File: config.mk
export PLATFORM = sky130hd
export DESIGN_NAME = chull_fifo
export DESIGN_NICKNAME = d
export VERILOG_FILES = /design/src/hdl/chull_fifo.sv
export SDC_FILE = /design/constraint.sdc
export NUM_CORES = 1
export LEC_CHECK = 0
export BUFFER_PORTS_ARGS = -buffer_cell sky130_fd_sc_hd__clkbuf_2
export CAP_MARGIN = 20
export CELL_PAD_IN_SITES_DETAIL_PLACEMENT = 0
export CELL_PAD_IN_SITES_GLOBAL_PLACEMENT = 1
export CORE_MARGIN = 2
export CORE_UTILIZATION = 26
export CTS_CLUSTER_DIAMETER = 150
export DETAILED_ROUTE_END_ITERATION = 8
export PLACE_DENSITY_LB_ADDON = 0.1
export SETUP_SLACK_MARGIN = 0.5
export SLEW_MARGIN = 30
export SYNTH_ARGS = -nofsm -noshare
export SYNTH_HDL_FRONTEND = slang
export SYNTH_SLANG_ARGS = --single-unit
File: constraint.sdc
create_clock -name i_clk -period 5.1 [get_ports i_clk]
set_clock_uncertainty 0.2 [all_clocks]
set_input_delay 1.02 -clock i_clk [delete_from_list [all_inputs] [get_ports i_clk]]
set_output_delay 1.02 -clock i_clk [all_outputs]
set_load 0.02 [all_outputs]
File: src/hdl/chull_fifo.sv
// Short queue between the front and back parts.
`default_nettype none
module chull_fifo #(
    parameter int DW = 50
) (
    input  wire logic          i_clk,
    input  wire logic          i_rst_n,
    input  wire logic          i_push,
    input  wire logic [DW-1:0] i_data,
    output logic               o_full,
    output logic               o_valid,
    output logic [DW-1:0]      o_data,
    input  wire logic          i_pop
);
    localparam int DEPTH = 4;
    localparam int PW    = $clog2(DEPTH);

    logic [DW-1:0] r_mem [DEPTH];
    logic [PW-1:0] r_wp, r_rp;
    logic [PW:0]   r_cnt;

    assign o_full  = (r_cnt == (PW+1)'(DEPTH));
    assign o_valid = (r_cnt != '0);
    assign o_data  = r_mem[r_rp];

    // storage
    always_ff @(posedge i_clk) begin
        if (i_push) begin
            r_mem[r_wp] <= i_data;
        end
    end

    // pointers and fill level
    always_ff @(posedge i_clk) begin
        if (!i_rst_n) begin
            r_wp  <= '0;
            r_rp  <= '0;
            r_cnt <= '0;
        end else begin
            if (i_push) r_wp <= r_wp + 1'b1;
            if (i_pop)  r_rp <= r_rp + 1'b1;
            case ({i_push, i_pop})
                2'b10:   r_cnt <= r_cnt + 1'b1;
                2'b01:   r_cnt <= r_cnt - 1'b1;
                default: r_cnt <= r_cnt;
            endcase
        end
    end
endmodule
`default_nettype wire

Word-level counts from Yosys, hierarchy flattened
Memory sizes are Yosys's and may differ from the RTL's. A register that Yosys moved wholly into a read port is not among the register bits. Index checks and enable logic that the tools add are counted.

Memory bits (writable): 200. Latch bits: 0. Memories: 1. Flip-flop bits (word level): 7. Logic and storage cells: 18. Bits in read-only memories: 0.

$mul: 0. Bitwise logic cells: 0. Reduce and logical (&&, ||, !) cells: 2. Divide/modulo/power cells: 0. Add/subtract/negate cells: 4. Magnitude comparators: 0. Equal/unequal tests: 3. Multiplexer cells: 5. Shifts and indexed selects: 0.

Memory list: r_mem (depth 4, bits a word 50, read ports 1, clocked after memory_dff 1, write ports 1, RTL line 18) `logic [DW-1:0] r_mem [DEPTH];`.

Operator list (number): one-hot mux 3 bit (2 select lines) (1); adder 2 x 1 -> 2 bit, second input constant (2); 2-to-1 mux 2 bit (2); adder 3 x 1 -> 3 bit, second input constant (1); == test 3 bit, second input constant (1); nonzero test 3 bit (1); subtractor 3 x 1 -> 3 bit, second input constant (1); == test 2 x 1 -> 1 bit, second input constant (1); == test 2 bit, second input constant (1); 2-to-1 mux 1 bit (2); nonzero test 2 bit (1).

Depth between registers and ports, before layout
Depth after elaboration: 3. Gate-level depth with buffers: 6. Mapped depth without buffers: 6.

Least setup slack after synthesis
No wires, ideal clock.

Path kind: in2reg. Start point: input i_push. End point: memory r_mem[0][0] (enable). Cell stages on the path: 1. Arrival: 2.214 ns. Slack: 2.273 ns. Required time: 4.487 ns. Path through: and2_1.

Longest elaborated chain between the ends: 2.

RTL lines: start, declared (RTL line 8) `input wire logic i_push,`; 2-to-1 mux 1 bit (RTL line 28) `if (i_push) begin`; 2-to-1 mux 1 bit (implied by the code) (RTL line 29) `r_mem[r_wp] <= i_data;`; end, declared (RTL line 18).

Every way passes these cells.

==> impl_results.rst <==
.. list-table::
   :header-rows: 1

   * - Metric
     - Value
   * - Global route overflow
     - 0
   * - Die Area
     - 31100 µm²
   * - Time the final worst path needs with I/O delays and setup
     - roughly 3.6 ns
   * - Hold WC Path Type
     - register to register
   * - Setup crit end kind
     - output pin
   * - Number of buffers created by CTS
     - 24
   * - Antenna-violating nets left
     - 0
   * - Iteration-0 DRC count of the detailed router
     - 215
   * - Core outline area
     - just under 30000 µm²
   * - Static leakage
     - 3.15 nW
   * - Pins Over Slew Limit
     - 0
   * - Initial cell density of the core
     - a little over a quarter
   * - Vias in the first global route
     - between 3000 and 4000
   * - Antenna violations before repair
     - 1
   * - Placer congestion estimate
     - around 0.63
   * - DRC viols
     - 0
   * - Setup repair after global routing missed its margin
     - no
   * - Die height
     - ~180 µm
   * - Detailed placer's ending HPWL
     - ~8400 µm
   * - Hold slack
     - around 0.3 ns
   * - Worst setup slack after placement
     - 1.94 ns
   * - Total placed cells including tap cells
     - just under 800
   * - Count of final hold-check violations
     - 0
   * - Routed wire length per instance
     - around 19 µm
   * - Final wirelength
     - about 16000 µm
   * - Maximum number of pins on one net before global-route repair
     - 51
   * - Count of placed standard cells in the final layout, fillers left out
     - around 830
   * - Register-to-Register Path Depth
     - 3
   * - Final TNS setup
     - 0 ns
   * - Slowest cell on the critical path
     - sky130_fd_sc_hd__dfxtp_4
   * - Gate family responsible for the most delay along the worst path
     - flip-flops
   * - Count of endpoints failing setup in the final report
     - 0
   * - Share of the cycle needed by the critical path after routing
     - between 70% and 80%
   * - Buffer depth of the longest clock path
     - 3
   * - Setup slack of the most critical reg-to-reg path
     - around 3.1 ns
   * - Gate power share
     - 9.4%
   * - Max-cap violations
     - 0
   * - PortBufs
     - ~110
   * - Maximum fanout along the worst path
     - 23
   * - Sequential-to-total area share from yosys stat
     - between 80% and 90%
   * - GRT Total Usage
     - between 10 and 15%
   * - Syn avg cell area
     - 25.4 µm²
   * - Share of layout cells above drive strength 1
     - roughly 44%
   * - Cell-by-cell trace of the critical path
     - buf_4 -> mux4_2 -> clkbuf_2
   * - Final total power
     - between 4 and 5 mW
   * - Std cell rows
     - 63
   * - Cell area power density
     - about 440 nW/µm²
   * - Source-to-sink clock delay at the later pin of the worst-skew pair
     - 0.51 ns
   * - Sequential power share
     - between 40% and 50%
   * - Netlist Area Pre-Place
     - ~7700 µm²
   * - Wire length of the first global-routing pass
     - 23800 µm
   * - Area growth from synthesis to final layout
     - 22.0%
   * - Transition time at the pin with the least slew margin
     - between 0.8 and 0.9 ns
   * - Pint
     - 3.18 mW
   * - Worst hold path depth
     - 2
   * - TritonCTS Sinks
     - around 210
   * - DP Area
     - 8620 µm²
   * - Ports
     - 106
   * - Post-CTS Hold Buffers
     - 0
   * - Clock tree from TritonCTS
     - yes
   * - Post-layout util
     - between 30% and 40%
   * - Startpoint type of the worst setup path
     - register
   * - Slew headroom
     - approximately 40%
   * - Worst flop-to-flop path startpoint
     - r_wp[0]
   * - Synthesized flop and latch total
     - 209
   * - CTS-repair resized insts
     - 0
   * - Worst EP arrival
     - between 2 and 2.5 ns
   * - Vias after detailed routing
     - ~3500
   * - Vias/cell
     - ~4.2
   * - Run status
     - completed
   * - Endpoint of the worst hold path
     - r_cnt[2]
   * - CTS H-Tree Depth
     - 1
   * - Worst R2R End
     - r_mem[0][3]
   * - Gate Count Post-Synth
     - about 300
   * - Crit path largest cell delay
     - about 0.66 ns
   * - Worst path buffer plus inverter count
     - 2
   * - Beginning of the worst hold path
     - r_cnt[2]
   * - Post-layout nets
     - roughly 490
   * - IR drop worst, VDD
     - between 0.0002 and 0.00025 V
   * - Detailed Routing Iterations Pass 1
     - 4
   * - Category of the most critical setup path
     - register to output pin
   * - Root Driver
     - sky130_fd_sc_hd__clkbuf_16
   * - Die width
     - roughly 180 µm
   * - Net switching fraction of the power
     - a little under a quarter
   * - Yosys warning total
     - 0
   * - Required arrival time at the worst endpoint
     - approximately 3.9 ns
   * - Share of total power in the clock network
     - 41.6%
   * - Distinct cell type count after synthesis
     - 20
   * - Clock-pin slew of the registers on the worst-case setup and hold paths
     - ~0.06 ns
   * - Post-CTS Setup Inserts
     - 0
   * - Final Cell Area
     - between 9000 and 10000 µm²
   * - Top achievable clock speed
     - ~0.28 GHz
   * - Final Worst Setup Slack
     - between 1.5 and 2 ns
   * - Switching power summed over all nets
     - approximately 0.94 mW
   * - Synthesized netlist net count
     - ~360
## flip-flops by register name, summed over array words and instances (netlist names), named ones only
name   cells
r_rp       2
r_cnt      3
r_wp       2
r_mem    200
## power by group through the flow
stage          combinational, mW  clock, mW  sequential, mW
4_1_cts                    0.403       1.77            2.02
2_1_floorplan              0.287          0            2.02
3_3_place_gp               0.401          0            2.06
3_5_place_dp               0.402          0            2.06
6_report                   0.389       1.71            2.02
5_1_grt                    0.425       1.84            2.03
## how the worst max path moves through the flow
stage | startpoint | end | slack (ns) | cells after the start
floorplan | i_push | r_mem[0][0] | 2.27 | 1
global placement | register | o_data[31] | 1.92 | 3
detailed placement | register | o_data[39] | 1.94 | 3
CTS | register | o_data[39] | 1.39 | 3
global route | register | o_data[39] | 1.31 | 3
finish | register | o_data[31] | 1.51 | 3
## worst register-to-register path: stages, from the launching register on
cell	delay [ns]
sky130_fd_sc_hd__dfxtp_1	0.35
sky130_fd_sc_hd__inv_1	0.10
sky130_fd_sc_hd__ha_1	0.16
sky130_fd_sc_hd__and2_4	0.74
## cell type report
class                           instances  area, µm²
Fill cell                            2860      20000
Timing Repair Buffer                  107        541
Multi-Input combinational cell         80       1390
Clock inverter                         16        155
Clock buffer                           28        637
Sequential cell                       209       6190
Tap cell                              390        488
Inverter                                3       11.3
Antenna cell                            1       2.50
## placed cells by master, fill, tap and decap left out, types with 3 or more instances in the layout
master                      instances
sky130_fd_sc_hd__clkinv_1           8
sky130_fd_sc_hd__clkbuf_1           3
sky130_fd_sc_hd__dfxtp_1            7
sky130_fd_sc_hd__inv_1              3
sky130_fd_sc_hd__edfxtp_1         200
sky130_fd_sc_hd__mux4_2            50
sky130_fd_sc_hd__clkbuf_2         105
sky130_fd_sc_hd__xnor2_1            3
sky130_fd_sc_hd__ha_1               5
sky130_fd_sc_hd__and2_1             5
sky130_fd_sc_hd__bufinv_16          3
sky130_fd_sc_hd__and2_4             4
sky130_fd_sc_hd__clkbuf_16         25
## cells in the mapped netlist
cell                         n  area, µm²
sky130_fd_sc_hd__fa_1        1       20.0
sky130_fd_sc_hd__nor2b_1     2       12.5
sky130_fd_sc_hd__edfxtp_1  200       6010
sky130_fd_sc_hd__buf_1       1       3.75
sky130_fd_sc_hd__ha_1        5       62.6
sky130_fd_sc_hd__and2_1      9       56.3
sky130_fd_sc_hd__xnor2_1     3       26.3
sky130_fd_sc_hd__nor3b_1     1       7.51
sky130_fd_sc_hd__o21ai_0     1       5.00
sky130_fd_sc_hd__buf_12      5        100
sky130_fd_sc_hd__buf_6       1       11.3
sky130_fd_sc_hd__or3_1       2       12.5
sky130_fd_sc_hd__inv_1       3       11.3
sky130_fd_sc_hd__mux4_2     50       1130
sky130_fd_sc_hd__mux2i_1     2       20.0
sky130_fd_sc_hd__nand2_1     1       3.75
sky130_fd_sc_hd__dfxtp_1     9        180
sky130_fd_sc_hd__buf_2       5       25.0
sky130_fd_sc_hd__a21boi_0    1       7.51
sky130_fd_sc_hd__xor2_1      2       17.5
## metal layers
layer	up-vias	global-route usage (%)	part of all wire (%)	wire length (µm)
li1	1528	-	-	-
met1	1831	13.6	44	7020
met2	99	16.7	47	7390
met3	24	2.95	7.3	1160
met4	0	3.00	1.9	307
met5	-	0	0	0
## kinds of logic (layout without fill, tap and decap cells)
kind of cell | Yosys count | after routing | synth area share [%]
fa+ha+maj | 6 | 6 | 1.07
mux | 52 | 52 | 14.9
buf+inv | 15 | 154 | 1.96
compound gates | 2 | 2 | 0.162
other cells | 0 | 1 | 0
simple gates | 15 | 15 | 1.20
flops | 209 | 209 | 80.2
xor+xnor | 5 | 5 | 0.568
Power figures use the tool's default switching activity.
