$ cat config.mk
export PLATFORM = sky130hd
export DESIGN_NAME = chull_front_flat
export DESIGN_NICKNAME = d
export VERILOG_FILES = /design/src/hdl/chull_pkg.sv /design/src/hdl/chull_ifs.sv /design/src/hdl/chull_front.sv /design/src/flat_wrapper.sv
export SDC_FILE = /design/constraint.sdc
export NUM_CORES = 1
export LEC_CHECK = 0
export BUFFER_PORTS_ARGS = -buffer_cell sky130_fd_sc_hd__buf_2
export CAP_MARGIN = 30
export CORE_MARGIN = 4
export CORE_UTILIZATION = 30
export CTS_BUF_LIST = sky130_fd_sc_hd__clkbuf_8
export DETAILED_ROUTE_END_ITERATION = 6
export MAX_ROUTING_LAYER = met4
export PLACE_DENSITY = 0.78
export SYNTH_ARGS = -nofsm -noshare
export SYNTH_HDL_FRONTEND = slang
export SYNTH_SLANG_ARGS = --single-unit
$ cat constraint.sdc
create_clock -name i_clk -period 1.7 [get_ports i_clk]
set_clock_uncertainty 0.1 [all_clocks]
set_input_delay 0.085 -clock i_clk [delete_from_list [all_inputs] [get_ports i_clk]]
set_output_delay 0.085 -clock i_clk [all_outputs]
set_load 0.1 [all_outputs]
$ cat src/hdl/chull_pkg.sv
// Package: shared types and constants of the convex hull core.
`default_nettype none
package chull_pkg;

    // result status codes
    localparam logic [1:0] ST_OK  = 2'd0;
    localparam logic [1:0] ST_FEW = 2'd1;
    localparam logic [1:0] ST_OVF = 2'd2;

    // smallest point set that gets a scan
    localparam int MIN_HULL_POINTS = 4;

    // per-point control bits carried through the queue
    typedef struct packed {
        logic last;
        logic drop;
    } t_item_ctl;

    // back-end sequencer
    typedef enum logic [4:0] {
        S_LOAD,
        S_INS_RD,
        S_INS_CMP,
        S_INS_PUT,
        S_START,
        S_LEFT,
        S_RIGHT,
        S_F_RD,
        S_F_GET,
        S_F_TURN,
        S_SCAN,
        S_S_TURN,
        S_POP_RD,
        S_POP_GET,
        S_SHORT,
        S_E_RD,
        S_E_OUT
    } t_state;

endpackage
`default_nettype wire

$ cat src/hdl/chull_ifs.sv
// Interfaces: point input channel and hull vertex output channel.
`default_nettype none
interface chull_point_if #(parameter int W = 24);
    logic                valid;
    logic                ready;
    logic signed [W-1:0] point_x;
    logic signed [W-1:0] point_y;
    logic                last_point;

    modport source (output valid, output point_x, output point_y, output last_point,
                    input ready);
    modport sink   (input valid, input point_x, input point_y, input last_point,
                    output ready);
endinterface

`default_nettype wire

$ cat src/hdl/chull_front.sv
// Front part: takes points, tags capacity overflow and end of set, feeds the queue.
`default_nettype none
module chull_front #(
    parameter int MAX_POINTS = 64,
    parameter int W          = 24
) (
    input  wire logic                i_clk,
    input  wire logic                i_rst_n,
    chull_point_if.sink              i_pt,
    input  wire logic                i_full,
    output logic                     o_push,
    output logic signed [W-1:0]      o_x,
    output logic signed [W-1:0]      o_y,
    output chull_pkg::t_item_ctl     o_ctl
);
    import chull_pkg::*;

    localparam int CW = $clog2(MAX_POINTS + 1);

    logic [CW-1:0] r_cnt;

    assign i_pt.ready = !i_full;
    assign o_push     = i_pt.valid && !i_full;
    assign o_x        = i_pt.point_x;
    assign o_y        = i_pt.point_y;
    assign o_ctl.last = i_pt.last_point;
    assign o_ctl.drop = (r_cnt == CW'(MAX_POINTS));

    // points held for the current set
    always_ff @(posedge i_clk) begin
        if (!i_rst_n) begin
            r_cnt <= '0;
        end else if (o_push) begin
            if (i_pt.last_point)  r_cnt <= '0;
            else if (!o_ctl.drop) r_cnt <= r_cnt + 1'b1;
        end
    end
endmodule
`default_nettype wire

$ cat src/flat_wrapper.sv
// flat-port wrapper written by rule: the top's interface ports become plain ports
module chull_front_flat import chull_pkg::*;
#(
    parameter int MAX_POINTS = 64,
    parameter int W          = 24
)
  (i_clk, i_rst_n, i_full, o_push, o_x, o_y, o_ctl, i_pt_valid, i_pt_point_x, i_pt_point_y, i_pt_last_point, i_pt_ready);
  chull_point_if #(.W(W)) i_pt_i ();
  input  wire logic i_clk;
  input  wire logic i_rst_n;
  input  wire logic i_full;
  output logic o_push;
  output logic signed [W-1:0] o_x;
  output logic signed [W-1:0] o_y;
  output chull_pkg::t_item_ctl o_ctl;
  input wire logic [$bits(i_pt_i.valid)-1:0] i_pt_valid;
  input wire logic [$bits(i_pt_i.point_x)-1:0] i_pt_point_x;
  input wire logic [$bits(i_pt_i.point_y)-1:0] i_pt_point_y;
  input wire logic [$bits(i_pt_i.last_point)-1:0] i_pt_last_point;
  output wire logic [$bits(i_pt_i.ready)-1:0] i_pt_ready;
  assign i_pt_i.valid = i_pt_valid;
  assign i_pt_i.point_x = i_pt_point_x;
  assign i_pt_i.point_y = i_pt_point_y;
  assign i_pt_i.last_point = i_pt_last_point;
  assign i_pt_ready = i_pt_i.ready;
  chull_front #(.MAX_POINTS(MAX_POINTS), .W(W)) u_core (.i_clk(i_clk), .i_rst_n(i_rst_n), .i_pt(i_pt_i), .i_full(i_full), .o_push(o_push), .o_x(o_x), .o_y(o_y), .o_ctl(o_ctl));
endmodule
Word level (Yosys, flattened, before mapping)
Cells that the tools add are included.
{"block": "op_classes", "muxes": 2, "eq_ne": 2, "addsub": 1, "reduce_logical": 3}
{"cell": "7-bit 2-to-1 mux", "count": 2}
{"cell": "7-bit by 1-bit adder with 7-bit output, second input constant", "count": 1}
{"cell": "7-bit equality test, second input constant", "count": 1}
{"cell": "2-bit by 1-bit inequality test with 1-bit output, second input constant", "count": 1}
{"cell": "2-bit AND reduction", "count": 1}
{"cell": "1-bit logical AND", "count": 1}
{"cell": "1-bit logical NOT", "count": 1}
{"block": "word_totals", "out_inout_bits": 52, "inputBits": 53, "wordCells": 9, "ff_bits": 7}

Depth between registers and ports, before layout
Gate-level depths: netlist (run 1).
{"block": "depth", "word_depth": 3, "ltp_mapped": 5, "mapped_depth_nobuf": 5}

Worst setup path before layout (run 1)
Ideal clock, no wire load.
{"block": "synth_timing", "path_kind": "reg2out", "from": "register u_core.r_cnt[4]", "to": "output o_ctl[0] in the netlist's numbering", "stages_incl_launch_ff": 3, "slack_ns": -0.621, "t_arrival_ns": 2.136, "cell_sequence": "dfxtp_1 -> or4b_4 -> nor2_1"}
{"item": "start, declared", "line": "chull_front.sv:20", "text": "logic [CW-1:0] r_cnt;"}
{"item": "start signal, assigned", "line": "chull_front.sv:35", "text": "else if (!o_ctl.drop) r_cnt <= r_cnt + 1'b1;"}
{"item": "end, declared", "line": "flat_wrapper.sv:15", "text": "output chull_pkg::t_item_ctl o_ctl;"}

==> results.yml, run 1 <==
pwr:
  ir_worst_vdd_mv: 0.290
  power_uw: 450
  power_density_mw_per_mm2: 784
  p_leak_uw: 0.000211
sta:
  min_period_ns: 1.64
  fmaxAchievable_ghz: 0.609
  whs_ns: 0.0700
  slew_headroom: 0.680
  worst_slew_pin_slew_ns: 0.484
  fin_setup_tns_ns: 0
  setup_viol: 0
  finalHoldViolations: 0
  finalCritPeriodShare: 0.967
  finalMaxSlewViolations: 0
  rsz0062_at_grt: "no"
place:
  dp_hpwl_um: 930
  dpl_cell_area_um2: 514
  gp_congestion: 0.927
  io_buffer_count: 8
cts:
  cts.clk_slew.worst_paths_ns: 0.04
  clock_latency_ns: 0.22
  cts_sinks: 7
  cts_tree: "yes"
  post-cts-setup-buffers: 0
  cts.repair.resized: 0
  cts_max_path_buffers: 2
  hold_buffers: 0
  cts_buffers: 3
  htreeDepth: 1
  cts_root_buffer: "clkbuf_8"
layout:
  fillers: 277
  area_growth_pct: -26.6
  area.sequential_um2: 140
  layout-drive-gt1-share: 0.258
  n_antenna_cell: 0
  largest_register_ffs: 7
  final_cell_area_um2: 574
  multi_input_area_um2: 274
  largestRegisters: "u_core.r_cnt x7"
  nets: 118
  largest_register: "u_core.r_cnt"
grt:
  grt_pass1_vias: 464
  grt_pass1_wl_um: 2000
  gr-usage-met2: 0.103
  grt_max_degree: 9
  grt_use_met3: 0.0458
  grt_busiest_layer: "met2"
  use_met1: 0.0823
  grt.overflow.total: 0
  grt_usage: 0.0766
  antenna_found_initial: 0
job:
  max_cap_violations: 0
setup_path:
  slowest_delay_ns: 0.59
  arrival_ns: 1.46
  crit_path_start_kind: "flip-flop"
  crit_type: "reg -> out"
  critPathCaptureType: "primary output"
  slowest_stage: "or4b_4"
  critPathMaxFanout: 5
  path_cells: "or4b_4, nor2_4, buf_12"
  worstPathRequired_ns: 1.51
floorplan:
  coreArea_mm2: 0.00248
  dieArea_mm2: 0.00349
  dieHeight_um: 59.1
  rows: 18
  die_w_um: 59.1
  start_util: 0.316
  pin_count: 105
route:
  dr.pass1.iters: 3
  vias: 474
  drt-vias-per-instance: 5.15
  remaining_drc_errors: 0
  drt.antenna.violating_nets: 0
  drt_iter0_markers: 6
  wl_um: 1230
  drt-wirelength-per-cell_um: 13.4
yosys:
  syn-num-nets: 154
  seq_area_frac_synth: 0.179
  netlist_area_um2: 782
  ys_types: 24
  synth-warning-count: 0
  synth_cells: 99
  ys_ff_latch: 7
  avgSynthCellArea_um2: 7.90
outcome:
  status: "finished clean"
worst_hold_path:
  hp-class: "in -> out"
==> power breakdown <==
group	total [uW]	internal [uW]	switching, uW
registers	168	167	1.62
logic	63.4	13.9	49.5
clock network	219	155	63.6
==> critical path, delay by kind of cell (launching register included) <==
family        cells  cell delay [ns]
simple gates      2             0.71
flops             1             0.35
buf+inv           1             0.18
==> layer usage <==
layer	routed length, um	up-vias
li1	-	219
met1	482	213
met2	523	26
met3	179	16
met4	44	0
met5	0	-
==> metrics by stage <==
| stage | instances | utilization | setup WS (ns) |
|---|---|---|---|
| after detailed placement | 88 | 0.208 | 0.0657 |
| after global routing | 92 | 0.232 | 0.00890 |
| after CTS | 92 | 0.226 | 0.0616 |
| final | 92 | 0.232 | 0.0569 |
| after floorplan | 99 | - | 0.142 |
| after global placement | 88 | 0.208 | 0.154 |
==> kinds of logic after synthesis <==
group | Yosys count | share of synthesized area
flops | 7 | 0.179
fa+ha+maj | 2 | 0.0320
compound gates | 16 | 0.141
buf+inv | 55 | 0.499
simple gates | 19 | 0.149
==> worst paths after layout <==
check	slack, ns	depth (start not counted)	startpoint	end
max	0.06	3	u_core.r_cnt[4]	o_ctl[0]
min	0.07	0	i_pt_point_x[10]	o_x[10]
min reg2reg	0.41	2	u_core.r_cnt[6]	u_core.r_cnt[6]
max reg2reg	0.09	3	u_core.r_cnt[4]	u_core.r_cnt[1]
==> layout by cell type (no fill, tap or decap), drive strengths merged <==
| cell | n |
|---|---|
| nor3b | 1 |
| buf | 8 |
| or4b | 1 |
| ha | 2 |
| o32ai | 1 |
| inv | 7 |
| o2111ai | 1 |
| nor2 | 1 |
| o311ai | 2 |
| or3b | 1 |
| a21oi | 3 |
| nand2 | 6 |
| nand2b | 2 |
| o21ai | 2 |
| or3 | 1 |
| a31oi | 3 |
| o211ai | 1 |
| o41ai | 1 |
| o22ai | 1 |
| nand3b | 1 |
| nand3 | 2 |
| or4 | 3 |
| dfxtp | 7 |
| o31a | 1 |
| clkbuf | 3 |
==> synthesized netlist by cell type <==
| cell type | instances | area [um^2] |
|---|---|---|
| buf_4 | 49 | 368 |
| dfxtp_1 | 7 | 140 |
| inv_1 | 6 | 22.5 |
| nand2_1 | 6 | 22.5 |
| a21oi_1 | 3 | 15.0 |
| a31oi_1 | 3 | 18.8 |
| or4_1 | 3 | 22.5 |
| ha_1 | 2 | 25.0 |
| nand2b_1 | 2 | 12.5 |
| nand3_1 | 2 | 10.0 |
| o21ai_0 | 2 | 10.0 |
| o311ai_0 | 2 | 17.5 |
| nand3b_1 | 1 | 7.51 |
| nor2_1 | 1 | 3.75 |
| nor3b_1 | 1 | 7.51 |
| o2111ai_1 | 1 | 8.76 |
| o211ai_1 | 1 | 7.51 |
| o22ai_1 | 1 | 6.26 |
| o31a_1 | 1 | 8.76 |
| o32ai_1 | 1 | 8.76 |
| o41ai_1 | 1 | 8.76 |
| or3_2 | 1 | 7.51 |
| or3b_1 | 1 | 8.76 |
| or4b_4 | 1 | 13.8 |
==> area by class of cell <==
class	instances	share of cell area
Clock inverter	1	0.00654
Timing Repair Buffer	8	0.0959
Clock buffer	3	0.0719
Multi-Input combinational cell	37	0.477
Inverter	6	0.0392
Tap cell	30	0.0654
Sequential cell	7	0.244
Note: power is estimated with default switching activity, not from simulation.
==> inputs of run 2 (changes only) <==
- CTS_CLUSTER_SIZE: default -> 28
- clock period: 1.7 -> 1.88 ns (I/O delays scaled with it)
==> run 2 against run 1 <==
Net effect:
- non-clock buffer count stayed put
- die area unchanged
- count of clock-buffer cells in the layout stayed put
- critical path type unchanged
- highest routed layer unchanged
- hold slack improved by 0.018 ns
- core utilization down 0.81 points
- register-to-register slack better by 0.15 ns
- sequential cell count is the same
- via count increased by 4.0%
- routed wire length rose by 15%
==> results.yml, run 2 (synthesis results as in run 1) <==
cts:
  cts_sinks: 7
  cts_tree: "yes"
  cts_buffers: 3
  cts_max_path_buffers: 2
  hold_buffers: 0
  cts.repair.resized: 0
  post-cts-setup-buffers: 0
  cts_root_buffer: "clkbuf_8"
  htreeDepth: 1
  clock_latency_ns: 0.23
  cts.clk_slew.worst_paths_ns: 0.04
grt:
  grt_pass1_vias: 431
  grt_usage: 0.0843
  grt_pass1_wl_um: 2040
  antenna_found_initial: 0
  grt_max_degree: 9
  grt.overflow.total: 0
layout:
  final_cells: 92
  final_cell_area_um2: 554
  largest_register: "u_core.r_cnt"
  fillers: 280
  layout-drive-gt1-share: 0.226
  largestRegisters: "u_core.r_cnt x7"
  final_cell_mix: "inv_1, buf_2, dfxtp_1, nand2_1"
  n_antenna_cell: 0
  nets: 118
  area_growth_pct: -29.1
  largest_register_ffs: 7
setup_path:
  crit_type: "reg -> out"
  slowest_stage: "or4b_4"
  slowest_delay_ns: 0.57
  arrival_ns: 1.48
  cp_top_family: "simple AND/OR/NAND/NOR gates"
  path_cells: "or4b_4, nor2_2, buf_12"
  cp_num_buf_inv: 1
  worstPathRequired_ns: 1.69
  critPathCaptureType: "primary output"
  crit_path_start_kind: "flip-flop"
  critPathMaxFanout: 5
route:
  wl_um: 1410
  drt_iter0_markers: 27
  drt-wirelength-per-cell_um: 15.3
  drt.antenna.violating_nets: 0
  vias: 493
  dr.pass1.iters: 4
  drt-vias-per-instance: 5.36
  remaining_drc_errors: 0
sta:
  finalHoldViolations: 0
  finalMaxSlewViolations: 0
  fin_setup_tns_ns: 0
  worst_slew_pin_slew_ns: 0.490
  finalCritPeriodShare: 0.891
  whs_ns: 0.0880
  setup_viol: 0
  fmaxAchievable_ghz: 0.597
  rsz0062_at_grt: "no"
  slew_headroom: 0.676
  min_period_ns: 1.67
place:
  gp_congestion: 0.935
  dp.cells: 88
  dpl_cell_area_um2: 509
  dp_hpwl_um: 1040
  io_buffer_count: 8
pwr:
  power_density_mw_per_mm2: 752
  ir_worst_vdd_mv: 0.194
  p_leak_uw: 0.000203
outcome:
  status: "finished clean"
floorplan:
  coreArea_mm2: 0.00248
  pin_count: 105
  start_util: 0.316
  die_w_um: 59.1
  dieArea_mm2: 0.00349
  dieHeight_um: 59.1
  rows: 18
job:
  max_cap_violations: 0
worst_hold_path:
  hp-class: "in -> out"
## run 2: cell types whose count changed in the layout (fill, tap and decap cells not counted)
cell     delta
o41ai_2     -1
o21ai_0     +1
o32ai_1     +1
nor2_2      +1
o41ai_1     +1
nor2_4      -1
o21ai_1     -1
o32ai_2     -1
## run 2: worst register-to-register path, stage by stage (launching register included)
cell and delay [ns]:
dfxtp_1 0.35, or4b_4 0.57, o21ai_0 0.34, o22ai_1 0.14
## run 2: layout make-up
class | instances | area, um^2 | share of cell area
flip-flops and latches | 7 | 140 | 0.253
clock inverters | 1 | 3.75 | 0.00677
multi-input cells | 37 | 254 | 0.458
well taps | 30 | 37.5 | 0.0677
clock buffers | 3 | 41.3 | 0.0745
repair buffers | 8 | 55.1 | 0.0993
inverters | 6 | 22.5 | 0.0406
## run 2: worst paths after layout
| check | start | end | cells after the start | slack [ns] |
|---|---|---|---|---|
| worst max-delay path | u_core.r_cnt[4] | o_ctl[0] | 3 | 0.21 |
| worst min-delay path | i_pt_point_x[10] | o_x[10] | 0 | 0.09 |
| worst max register to register | u_core.r_cnt[4] | u_core.r_cnt[0] | 3 | 0.24 |
| worst min register to register | u_core.r_cnt[6] | u_core.r_cnt[6] | 2 | 0.41 |
## run 2: through the flow
stage / power (uW) / worst slack, ns / util
2_1_floorplan: 678 / 0.0122 / -
3_3_place_gp: 209 / 0.340 / 0.206
3_5_place_dp: 210 / 0.269 / 0.206
4_1_cts: 422 / 0.200 / 0.224
5_1_grt: 436 / 0.147 / 0.224
6_report: 417 / 0.206 / 0.224
## run 2: layer usage
layer | part of all wire | routed length [um] | global-route usage | vias to the layer above
li1 | - | - | - | 218
met1 | 0.35 | 493 | 0.0820 | 216
met2 | 0.42 | 589 | 0.107 | 39
met3 | 0.18 | 249 | 0.0479 | 20
met4 | 0.056 | 79 | 0.0971 | 0
met5 | 0 | 0 | - | -
## run 2: report_power, final
part	leakage [uW]	switching [uW]	internal [uW]
registers	0.0000565	1.79	150
clock network	0.0000269	67.2	141
logic	0.000120	44.1	12.1
